### src/hdl/occn_pkg.sv
// ----------------------------------------------------------------------------
// occn_pkg: shared types and constants for the occupancy notifier
// Holds the event codes, sleep codes, register indexes, the phase type and
// the structs passed between the configuration registers and the core.
// ----------------------------------------------------------------------------
package occn_pkg;

   // Event codes carried with each input item.
   localparam logic [2:0] FN_TICK = 3'd0;
   localparam logic [2:0] FN_RX   = 3'd1;
   localparam logic [2:0] FN_LID  = 3'd2;
   localparam logic [2:0] FN_DOOR = 3'd3;
   localparam logic [2:0] FN_WAKE = 3'd4;

   // Sleep mode requests.
   localparam logic [1:0] SLP_AWAKE = 2'd0;
   localparam logic [1:0] SLP_ANY   = 2'd1;
   localparam logic [1:0] SLP_DOOR  = 2'd2;
   localparam logic [1:0] SLP_LID   = 2'd3;

   // Configuration register indexes.
   localparam int unsigned CSR_ADDR_W = 3;
   localparam int unsigned CSR_DATA_W = 16;
   localparam logic [CSR_ADDR_W-1:0] CSR_ACK_CODE      = 3'd0;
   localparam logic [CSR_ADDR_W-1:0] CSR_FULL_CODE     = 3'd1;
   localparam logic [CSR_ADDR_W-1:0] CSR_EMPTY_CODE    = 3'd2;
   localparam logic [CSR_ADDR_W-1:0] CSR_RETRY_TIMEOUT = 3'd3;
   localparam logic [CSR_ADDR_W-1:0] CSR_MAX_RETRIES   = 3'd4;

   // Reset values of the configuration registers.
   localparam logic [7:0]  RST_ACK_CODE      = 8'h25;
   localparam logic [7:0]  RST_FULL_CODE     = 8'h55;
   localparam logic [7:0]  RST_EMPTY_CODE    = 8'hAA;
   localparam logic [15:0] RST_RETRY_TIMEOUT = 16'd1000;
   localparam logic [3:0]  RST_MAX_RETRIES   = 4'd5;

   localparam logic [15:0] ELAPSED_MAX = 16'hFFFF;

   typedef enum logic [1:0] {
      PH_READY,
      PH_WAIT_FULL,
      PH_WAIT_EMPTY
   } phase_type;

   typedef struct packed {
      logic [7:0]  ack_code;
      logic [7:0]  full_code;
      logic [7:0]  empty_code;
      logic [15:0] retry_timeout;
      logic [3:0]  max_retries;
   } cfg_type;

   typedef struct packed {
      logic       gave_up;
      logic       box_full;
      logic [1:0] sleep_request;
      logic [7:0] send_byte;
      logic       send_valid;
   } result_type;

endpackage

### src/hdl/occn_csr.sv
// ----------------------------------------------------------------------------
// occn_csr: configuration registers
// Five write-only registers loaded through a plain write port; writes to an
// index beyond the list are dropped.
// ----------------------------------------------------------------------------
module occn_csr (
   input  logic                             clock,
   input  logic                             reset,
   input  logic                             csr_we,
   input  logic [occn_pkg::CSR_ADDR_W-1:0]  csr_addr,
   input  logic [occn_pkg::CSR_DATA_W-1:0]  csr_wdata,
   output occn_pkg::cfg_type                cfg
);
   import occn_pkg::*;

   cfg_type cfg_ff;
   cfg_type cfg_in;

   always_comb begin
      cfg_in = cfg_ff;
      if (csr_we) begin
         unique case (csr_addr)
            CSR_ACK_CODE:      cfg_in.ack_code      = csr_wdata[7:0];
            CSR_FULL_CODE:     cfg_in.full_code     = csr_wdata[7:0];
            CSR_EMPTY_CODE:    cfg_in.empty_code    = csr_wdata[7:0];
            CSR_RETRY_TIMEOUT: cfg_in.retry_timeout = csr_wdata[15:0];
            CSR_MAX_RETRIES:   cfg_in.max_retries   = csr_wdata[3:0];
            default:           cfg_in = cfg_ff;
         endcase
      end
   end

   always_ff @(posedge clock) begin
      if (reset) begin
         cfg_ff.ack_code      <= RST_ACK_CODE;
         cfg_ff.full_code     <= RST_FULL_CODE;
         cfg_ff.empty_code    <= RST_EMPTY_CODE;
         cfg_ff.retry_timeout <= RST_RETRY_TIMEOUT;
         cfg_ff.max_retries   <= RST_MAX_RETRIES;
      end else begin
         cfg_ff <= cfg_in;
      end
   end

   assign cfg = cfg_ff;

endmodule

### src/hdl/occn_core.sv
// ----------------------------------------------------------------------------
// occn_core: notifier state and per-item update
// Holds the phase, box status, sticky acknowledge flag, retry count and
// elapsed tick counter, and works out the result for one item.
// ----------------------------------------------------------------------------
module occn_core (
   input  logic                   clock,
   input  logic                   reset,
   input  occn_pkg::cfg_type      cfg,
   input  logic                   step,
   input  logic [2:0]             func,
   input  logic [7:0]             rx_byte,
   output occn_pkg::result_type   result
);
   import occn_pkg::*;

   phase_type   phase_ff,   phase_in;
   logic        full_ff,    full_in;
   logic        ack_ff,     ack_in;
   logic [3:0]  retry_ff,   retry_in;
   logic [15:0] elapsed_ff, elapsed_in;

   logic        waiting;
   logic [15:0] elapsed_inc;
   logic [7:0]  report_code;

   assign waiting     = (phase_ff != PH_READY);
   assign elapsed_inc = (elapsed_ff == ELAPSED_MAX) ? elapsed_ff : elapsed_ff + 16'd1;
   assign report_code = (phase_ff == PH_WAIT_FULL) ? cfg.full_code : cfg.empty_code;

   always_comb begin
      phase_in   = phase_ff;
      full_in    = full_ff;
      ack_in     = ack_ff;
      retry_in   = retry_ff;
      elapsed_in = elapsed_ff;
      result     = '0;

      unique case (func)
         FN_RX: begin
            if (rx_byte == cfg.ack_code) begin
               ack_in = 1'b1;
            end
         end
         FN_TICK: begin
            if (waiting) begin
               if (ack_ff) begin
                  full_in              = (phase_ff == PH_WAIT_FULL);
                  phase_in             = PH_READY;
                  retry_in             = '0;
                  elapsed_in           = '0;
                  ack_in               = 1'b0;
                  result.sleep_request = (phase_ff == PH_WAIT_FULL) ? SLP_DOOR : SLP_LID;
               end else begin
                  elapsed_in = elapsed_inc;
                  if ((elapsed_inc > cfg.retry_timeout) && (retry_ff < cfg.max_retries)) begin
                     result.send_valid = 1'b1;
                     result.send_byte  = report_code;
                     retry_in          = retry_ff + 4'd1;
                     elapsed_in        = '0;
                  end
                  // Retry budget used up: finish without acknowledgement.
                  if (retry_in >= cfg.max_retries) begin
                     full_in              = (phase_ff == PH_WAIT_FULL);
                     phase_in             = PH_READY;
                     retry_in             = '0;
                     elapsed_in           = '0;
                     ack_in               = 1'b0;
                     result.sleep_request = (phase_ff == PH_WAIT_FULL) ? SLP_DOOR : SLP_LID;
                     result.gave_up       = 1'b1;
                  end
               end
            end
         end
         FN_LID: begin
            if (!waiting) begin
               if (!full_ff) begin
                  phase_in          = PH_WAIT_FULL;
                  retry_in          = '0;
                  elapsed_in        = '0;
                  result.send_valid = 1'b1;
                  result.send_byte  = cfg.full_code;
               end else begin
                  result.sleep_request = SLP_DOOR;
               end
            end
         end
         FN_DOOR: begin
            if (!waiting) begin
               if (full_ff) begin
                  phase_in          = PH_WAIT_EMPTY;
                  retry_in          = '0;
                  elapsed_in        = '0;
                  result.send_valid = 1'b1;
                  result.send_byte  = cfg.empty_code;
               end else begin
                  result.sleep_request = SLP_LID;
               end
            end
         end
         FN_WAKE: begin
            if (!waiting) begin
               result.sleep_request = SLP_ANY;
            end
         end
         default: begin
            result.sleep_request = SLP_AWAKE;
         end
      endcase

      result.box_full = full_in;
   end

   always_ff @(posedge clock) begin
      if (reset) begin
         phase_ff   <= PH_READY;
         full_ff    <= 1'b0;
         ack_ff     <= 1'b0;
         retry_ff   <= '0;
         elapsed_ff <= '0;
      end else if (step) begin
         phase_ff   <= phase_in;
         full_ff    <= full_in;
         ack_ff     <= ack_in;
         retry_ff   <= retry_in;
         elapsed_ff <= elapsed_in;
      end
   end

endmodule

### src/hdl/occupancy_notifier_with_retry.sv
// ----------------------------------------------------------------------------
// occupancy_notifier_with_retry: box occupancy reporter with retransmission
// Records whether a box is full or empty, reports changes as a code byte
// over a link and retransmits until acknowledged or out of retries.
// ----------------------------------------------------------------------------
// The block takes one event item per clock cycle while the result side does
// not stall, and returns exactly one result item for each, in order. An
// accepted item is held in an input register. While it is held, the core
// works out its result from the recorded state and the configuration. When
// the item advances, the core updates the state and the result register is
// loaded; the advance waits while the result register holds an item that is
// not being taken.
// Both stages advance together whenever the result register is empty or its
// item is being taken, so with rsp_tready held high the throughput is one
// item per cycle and the only thing that slows it is back-pressure on the
// result side. Configuration registers are written through the csr_ port
// and should only be changed while no item is in flight.
// ----------------------------------------------------------------------------
module occupancy_notifier_with_retry (
   input  logic                             clock,
   input  logic                             reset,
   // Event items.
   input  logic                             req_tvalid,
   output logic                             req_tready,
   input  logic [7:0]                       req_tdata,   // [7:0] rx_byte
   input  logic [2:0]                       req_tuser,   // [2:0] func
   // Result items.
   output logic                             rsp_tvalid,
   input  logic                             rsp_tready,
   // [0] send_valid, [8:1] send_byte, [10:9] sleep_request, [11] box_full,
   // [12] gave_up, [15:13] zero
   output logic [15:0]                      rsp_tdata,
   // Configuration writes.
   input  logic                             csr_we,
   input  logic [occn_pkg::CSR_ADDR_W-1:0]  csr_addr,
   input  logic [occn_pkg::CSR_DATA_W-1:0]  csr_wdata
);
   import occn_pkg::*;

   cfg_type    cfg;
   result_type result;

   logic       in_valid_ff;
   logic [2:0] in_func_ff;
   logic [7:0] in_rx_ff;

   logic       out_valid_ff;
   result_type out_result_ff;

   logic       advance;
   logic       req_fire;

   // The core step happens when a held item can move into the result register.
   assign advance    = in_valid_ff && (!out_valid_ff || rsp_tready);
   assign req_tready = !in_valid_ff || advance;
   assign req_fire   = req_tvalid && req_tready;

   occn_csr u_csr (
      .clock     (clock),
      .reset     (reset),
      .csr_we    (csr_we),
      .csr_addr  (csr_addr),
      .csr_wdata (csr_wdata),
      .cfg       (cfg)
   );

   occn_core u_core (
      .clock   (clock),
      .reset   (reset),
      .cfg     (cfg),
      .step    (advance),
      .func    (in_func_ff),
      .rx_byte (in_rx_ff),
      .result  (result)
   );

   // Input register.
   always_ff @(posedge clock) begin
      if (reset) begin
         in_valid_ff <= 1'b0;
      end else if (req_tready) begin
         in_valid_ff <= req_tvalid;
      end
   end

   always_ff @(posedge clock) begin
      if (req_fire) begin
         in_func_ff <= req_tuser;
         in_rx_ff   <= req_tdata;
      end
   end

   // Result register.
   always_ff @(posedge clock) begin
      if (reset) begin
         out_valid_ff <= 1'b0;
      end else if (advance) begin
         out_valid_ff <= 1'b1;
      end else if (rsp_tready) begin
         out_valid_ff <= 1'b0;
      end
   end

   always_ff @(posedge clock) begin
      if (advance) begin
         out_result_ff <= result;
      end
   end

   assign rsp_tvalid = out_valid_ff;
   assign rsp_tdata  = {3'b000, out_result_ff};

endmodule

### config.mk
export PLATFORM = sky130hd
export DESIGN_NAME = occupancy_notifier_with_retry
export DESIGN_NICKNAME = d
export VERILOG_FILES = /design/src/hdl/occn_pkg.sv /design/src/hdl/occn_csr.sv /design/src/hdl/occn_core.sv /design/src/hdl/occupancy_notifier_with_retry.sv
export SDC_FILE = /design/constraint.sdc
export NUM_CORES = 1
export LEC_CHECK = 0
export BUFFER_PORTS_ARGS = -buffer_cell sky130_fd_sc_hd__buf_4
export CAP_MARGIN = 20
export CORE_ASPECT_RATIO = 0.6
export CORE_MARGIN = 5
export CORE_UTILIZATION = 35
export DETAILED_ROUTE_END_ITERATION = 16
export SLEW_MARGIN = 20
export SYNTH_ARGS = -nofsm -noshare
export SYNTH_HDL_FRONTEND = slang
export SYNTH_SLANG_ARGS = --single-unit
### constraint.sdc
create_clock -name clock -period 4.55 [get_ports clock]
set_clock_uncertainty 0.05 [all_clocks]
set_input_delay 1.365 -clock clock [delete_from_list [all_inputs] [get_ports clock]]
set_output_delay 1.365 -clock clock [all_outputs]
set_load 0.005 [all_outputs]
* Yosys cells after proc, flatten, opt, wreduce, memory -nomap -nowiden
Index checks and enable logic that the tools add are counted.
Word-level totals: register bits 94, word-level logic and storage cells 122, output and inout port bits 18, input port bits 35
Operators by class: $lt $le $gt $ge 3, add/subtract/negate cells 2, reduce and logical (&&, ||, !) cells 22, equality and inequality tests 18, muxes and demuxes 56, bitwise gates (word level) 2
Operators by type and width (number):
- $mux W16 | 9
- $pmux W16 S3 | 1
- $mux W4 | 11
- $mux W9 | 4
- $mux W11 | 3
- $pmux W9 S3 | 1
- $mux W2 | 11
- $add A16 B1 Y16 const B | 1
- $eq A16 B16 Y1 const B | 1
- $gt A16 B16 Y1 | 1
- $eq A3 B2 Y1 const B | 4
- $pmux W4 S3 | 1
- $mux W1 | 11
- $reduce_and A2 Y1 | 5
- $eq A8 B8 Y1 | 1
- $mux W8 | 1
- $pmux W2 S4 | 1
- $reduce_and A8 Y1 | 1
- $reduce_and A7 Y1 | 1
- $eq A3 B1 Y1 const B | 2
- $eq A3 B3 Y1 const B | 2
- $logic_not A3 Y1 | 2
- $ne A2 B1 Y1 const B | 3
- $ne A2 B2 Y1 const B | 3
- 15 further kinds | 22

* Depth between registers and ports, before layout
word-level depth 13, mapped depth 23, gate-level depth less buffers 20

* By module
From an unflattened synthesis, not the netlist that was laid out.
Second synthesis, totals: cells, all modules 497, area total of the unflattened synthesis 4906.0 um2
Modules (own cells, without submodules):
- occn_core | times used 1, cells an instance 285, area an instance 2264.7 um2
- occn_csr | times used 1, cells an instance 174, area an instance 1790.5 um2
- occupancy_notifier_with_retry | times used 1, cells an instance 38, area an instance 850.8 um2

* Worst setup path before layout
Ideal clock, no wire load.
kind flip-flop to flip-flop, start register u_core.elapsed_ff[0], end register u_core.elapsed_ff[10], data arrival time 4511 ps, data required time 4383 ps, cell stages (with the launch flop) 20, buffers on the path 1, slack -127 ps, path through dfxtp_1 -> ha_1 -> nand2_1 -> o31ai_1 -> nor3_1 -> or2_2 -> ha_1 -> nand4_1 -> nor4_4 -> o21ai_1 -> and3_1 -> buf_2 -> nor2_2 -> mux2_2 -> ha_1 -> o21ai_0 -> a21oi_1 -> nor3_4 -> a21boi_2 -> a22o_1
On the way: cells in the longest elaborated chain, start to end 13, elaborated cells between the ends (all ways) 15, classes of those cells 1 x add/sub; 2 x order compare; 1 x eq/ne; 10 x mux; 1 x reduce/logical
Ends and longest elaborated chain:
- from (decl) | line occn_core.sv:21 | logic [15:0] elapsed_ff, elapsed_in;
- from (signal assigned) | line occn_core.sv:126 | elapsed_ff <= elapsed_in;
- $add A16 B1 Y16 / $eq A16 B16 Y1 (equally long branches) | line occn_core.sv:28 | assign elapsed_inc = (elapsed_ff == ELAPSED_MAX) ? elapsed_ff : elapsed_ff + 16'd1;
- $mux W16 * | line occn_core.sv:28
- $gt A16 B16 Y1 | line occn_core.sv:56 | if ((elapsed_inc > cfg.retry_timeout) && (retry_ff < cfg.max_retries)) begin
- $logic_and A1 B1 Y1 | line occn_core.sv:56
- $mux W4 | line occn_core.sv:56
- $mux W4 | line occn_core.sv:47 | if (ack_ff) begin
- $mux W4 | line occn_core.sv:46 | if (waiting) begin
- $mux W4 | line occn_core.sv:39 | unique case (func)
- $ge A4 B4 Y1 | line occn_core.sv:63 | if (retry_in >= cfg.max_retries) begin
- $mux W16 * | line occn_core.sv:63
- $mux W16 * | line occn_core.sv:47
- $mux W16 * | line occn_core.sv:46
- $pmux W16 S3 * | line occn_core.sv:39
Mark *: on every way between the ends. The rest lies on a longest branch, timed or not. The select of a mux whose other input is x is not followed. A chain may end at the register's enable or synchronous reset.

==> results.toml <==
[floorplan]
die_area_sq_um = 16900
start_util = 0.362
die_w_um = 164
die_h_um = 103
rows = 33
ios = 53
core_sq_um = 13800

[logic_synthesis]
synthCells = 560
ys_seq_area_frac = 0.424
ys_async_sr_fraction = 0
yosysMostFrequentCell = "nand2_1"
avgSynthCellArea_sq_um = 8.94
synthFlopType = "dfxtp_1"
ys_seq_elements = 94
syn_area_sq_um = 5000
synth_top_area_cell = "dfxtp_1"
yosys_warnings = 0
synth-edff-count = 24
synthTopCellsByCount = "nand2_1, dfxtp_1, a21oi_1"
synth_top_area_frac = 0.280
ys_types = 62
synth_area_leaders = "dfxtp_1, edfxtp_1, nand2_1"

[layout]
fillers = 1308
nets = 702
multi_input_area_sq_um = 2930
stdcell_count = 839
antenna_cells = 0
seqCellArea_sq_um = 2140
syn2layout_area_growth_pct = 28.9
drive_above_1_share = 0.266

[route]
drt_iter0_markers = 289
drc_errors = 0
antenna_left = 0
vias = 4372
dr.pass1.iters = 4
totalWireLength_mm = 13.8
via_per_inst = 5.21
routedWlPerCell_um = 16.4

[sta]
finalCritPeriodShare = 0.973
layout_setup_ws_ps = 121
finalMaxSlewViolations = 0
finalSetupViolCount = 0
fmax_mhz = 226
slew_headroom = 0.462
tightestPinTransition_ps = 804
min_period_ps = 4430
final_hold_viol_count = 0

[grt]
grt_max_degree = 52
first_global_vias = 4262
grt_pass1_wl_mm = 21.9
antenna_found_initial = 0
grt_usage = 0.167
grt_remaining_overflow = 0

[placement]
hpwl_mm = 10.1
gp_congestion = 0.923
io_buffers = 49
placement.setup.worst_slack_ps = -115
dp_cells = 816

[worst_setup_path]
crit_family = "simple AND/OR/NAND/NOR gates"
cpMaxStageDelayCell = "or3_2"
cp_max_fo = 5
crit_arrival_ps = 4470
worst_path_largest_cell_delay_ps = 420
worst_ep_required_time_ps = 4590
path_class = "register to register"
critPathLaunchType = "register"
worstSetupEndpointType = "register"
cp_num_buf_inv = 4
worstPathCellList = "ha_4 > and2_4 > nand2_1 > or3_2 > and2_1 > or2_1 > ha_1 > nand4_1 > nor4_4 > buf_4 > buf_4 > a211o_4 > nor2_4 > buf_6 > xnor2_2 > ha_1 > o21ai_2 > a21oi_4 > o21a_1 > buf_6 > nand2_1 > o21ai_0"

[pwr]
p_leak_nw = 2.67
ir_worst_vdd_v = 0.000162
pwr_density_cell_nw_per_um2 = 286

[clock_tree]
cts_sinks = 94
clock_path_buffers = 2
cts-htree-levels = 3
clock_latency_ps = 350
cts_buffers = 9
cts_tree = "built"
cts-root-buf = "clkbuf_16"
cts_hold_buf = 0
path_clk_slew_ps = 70

[run]
maxCapViolations = 0

[outcome]
status = "completed"

[worst_hold_path]
hold_class = "register to register"
-- through the flow --
stage / hold WS, ps / cell area [sq um] / util / setup TNS, ps / power (mW)
after global placement: 398 / 5790 / 0.419 / -47.2 / 1.02
after global routing: 431 / 6450 / 0.466 / -436 / 1.93
after floorplan: 386 / 5030 / - / 0 / 0.971
after detailed placement: 400 / 5790 / 0.419 / -1800 / 1.03
after CTS: 410 / 6170 / 0.446 / 0 / 1.86
final: 407 / 6450 / 0.466 / 0 / 1.85
-- per-layer routing --
metal | track usage | vias to the layer above | share of wire
li1 | - | 2158 | -
met5 | 0 | - | 0
met4 | 0.0351 | 0 | 0.0072
met1 | 0.253 | 2069 | 0.51
met2 | 0.238 | 133 | 0.42
met3 | 0.0423 | 12 | 0.065
-- path summary, 6_finish.rpt --
kind / start / endpoint / slack, ps / cells after the start
setup / recovery: u_core.elapsed_ff[1]$_SDFFE_PP0P_ / rsp_tdata[10]$_DFFE_PP_ / 120 / 22
hold / removal: u_csr.cfg[5]$_SDFFE_PP0P_ / u_csr.cfg[5]$_SDFFE_PP0P_ / 410 / 2
setup reg to reg: u_core.elapsed_ff[1]$_SDFFE_PP0P_ / rsp_tdata[10]$_DFFE_PP_ / 120 / 22
hold reg to reg: u_csr.cfg[5]$_SDFFE_PP0P_ / u_csr.cfg[5]$_SDFFE_PP0P_ / 410 / 2
-- worst min-delay path: cells and delay by family, from the launching register on --
| kind | cells | cell delay, ps |
|---|---|---|
| compound gates | 1 | 50 |
| flops | 1 | 310 |
| simple gates | 1 | 50 |
-- report_power, final --
part,switching (mW),leakage [nW],internal (mW)
sequential,0.0136,0.801,0.878
combinational,0.0652,1.71,0.0552
clock,0.344,0.160,0.490
total,0.423,2.67,1.42
-- sequential cells by signal, summed over array words and instances (netlist names) --
signal	flops
u_core.elapsed_ff	16
in_func_ff	3
rsp_tvalid	1
u_core.ack_ff	1
u_core.phase_ff	2
in_rx_ff	8
u_core.full_ff	1
in_valid_ff	1
u_core.retry_ff	4
u_csr.cfg	44
rsp_tdata	13
-- cell families after synthesis --
| logic type | share of synthesized area |
|---|---|
| AND/OR/NAND/NOR | 0.242 |
| AO/OA/AOI/OAI | 0.157 |
| flip-flops | 0.424 |
| buffers and inverters | 0.0425 |
| adder cells (fa/ha/maj) | 0.0625 |
| multiplexers | 0.0422 |
| XOR/XNOR | 0.0295 |
| other | 0.000749 |
-- final cells by class --
cell class	instances	share of cell area
multi-input cells	419	0.454
flip-flops and latches	94	0.332
repair buffers	93	0.112
well taps	192	0.0372
clock buffers	9	0.0349
clock inverters	7	0.0161
inverters	25	0.0145
-- placed cells by master, fill, tap and decap left out, types with 4 or more instances in the layout --
master	instances
ha_4	7
dfxtp_1	61
nor3_1	7
xnor2_1	8
buf_4	87
dfxtp_2	6
clkbuf_16	9
nand2_1	98
a22oi_1	8
nand3b_1	7
or2_2	6
a21oi_1	36
o211ai_1	12
and3_1	4
nor2b_1	13
ha_1	18
nor2_1	31
and2_1	7
nor2_2	4
mux2i_1	20
a31oi_1	5
nand3_1	15
nand2b_1	6
inv_1	25
buf_6	6
a22o_1	5
a211o_1	8
nand4_1	7
edfxtp_1	24
o21ai_0	16
o221ai_1	7
o21a_1	4
xor2_1	5
-- repair_timing --
item / 4_1_cts / 5_1_grt
pin swaps: 4 / 24
gates resized for setup: 12 / 45
setup buffers: 0 / 7
endpoints found under the setup margin: 25 / 27
No activity file was read; power rests on OpenSTA's default activity.
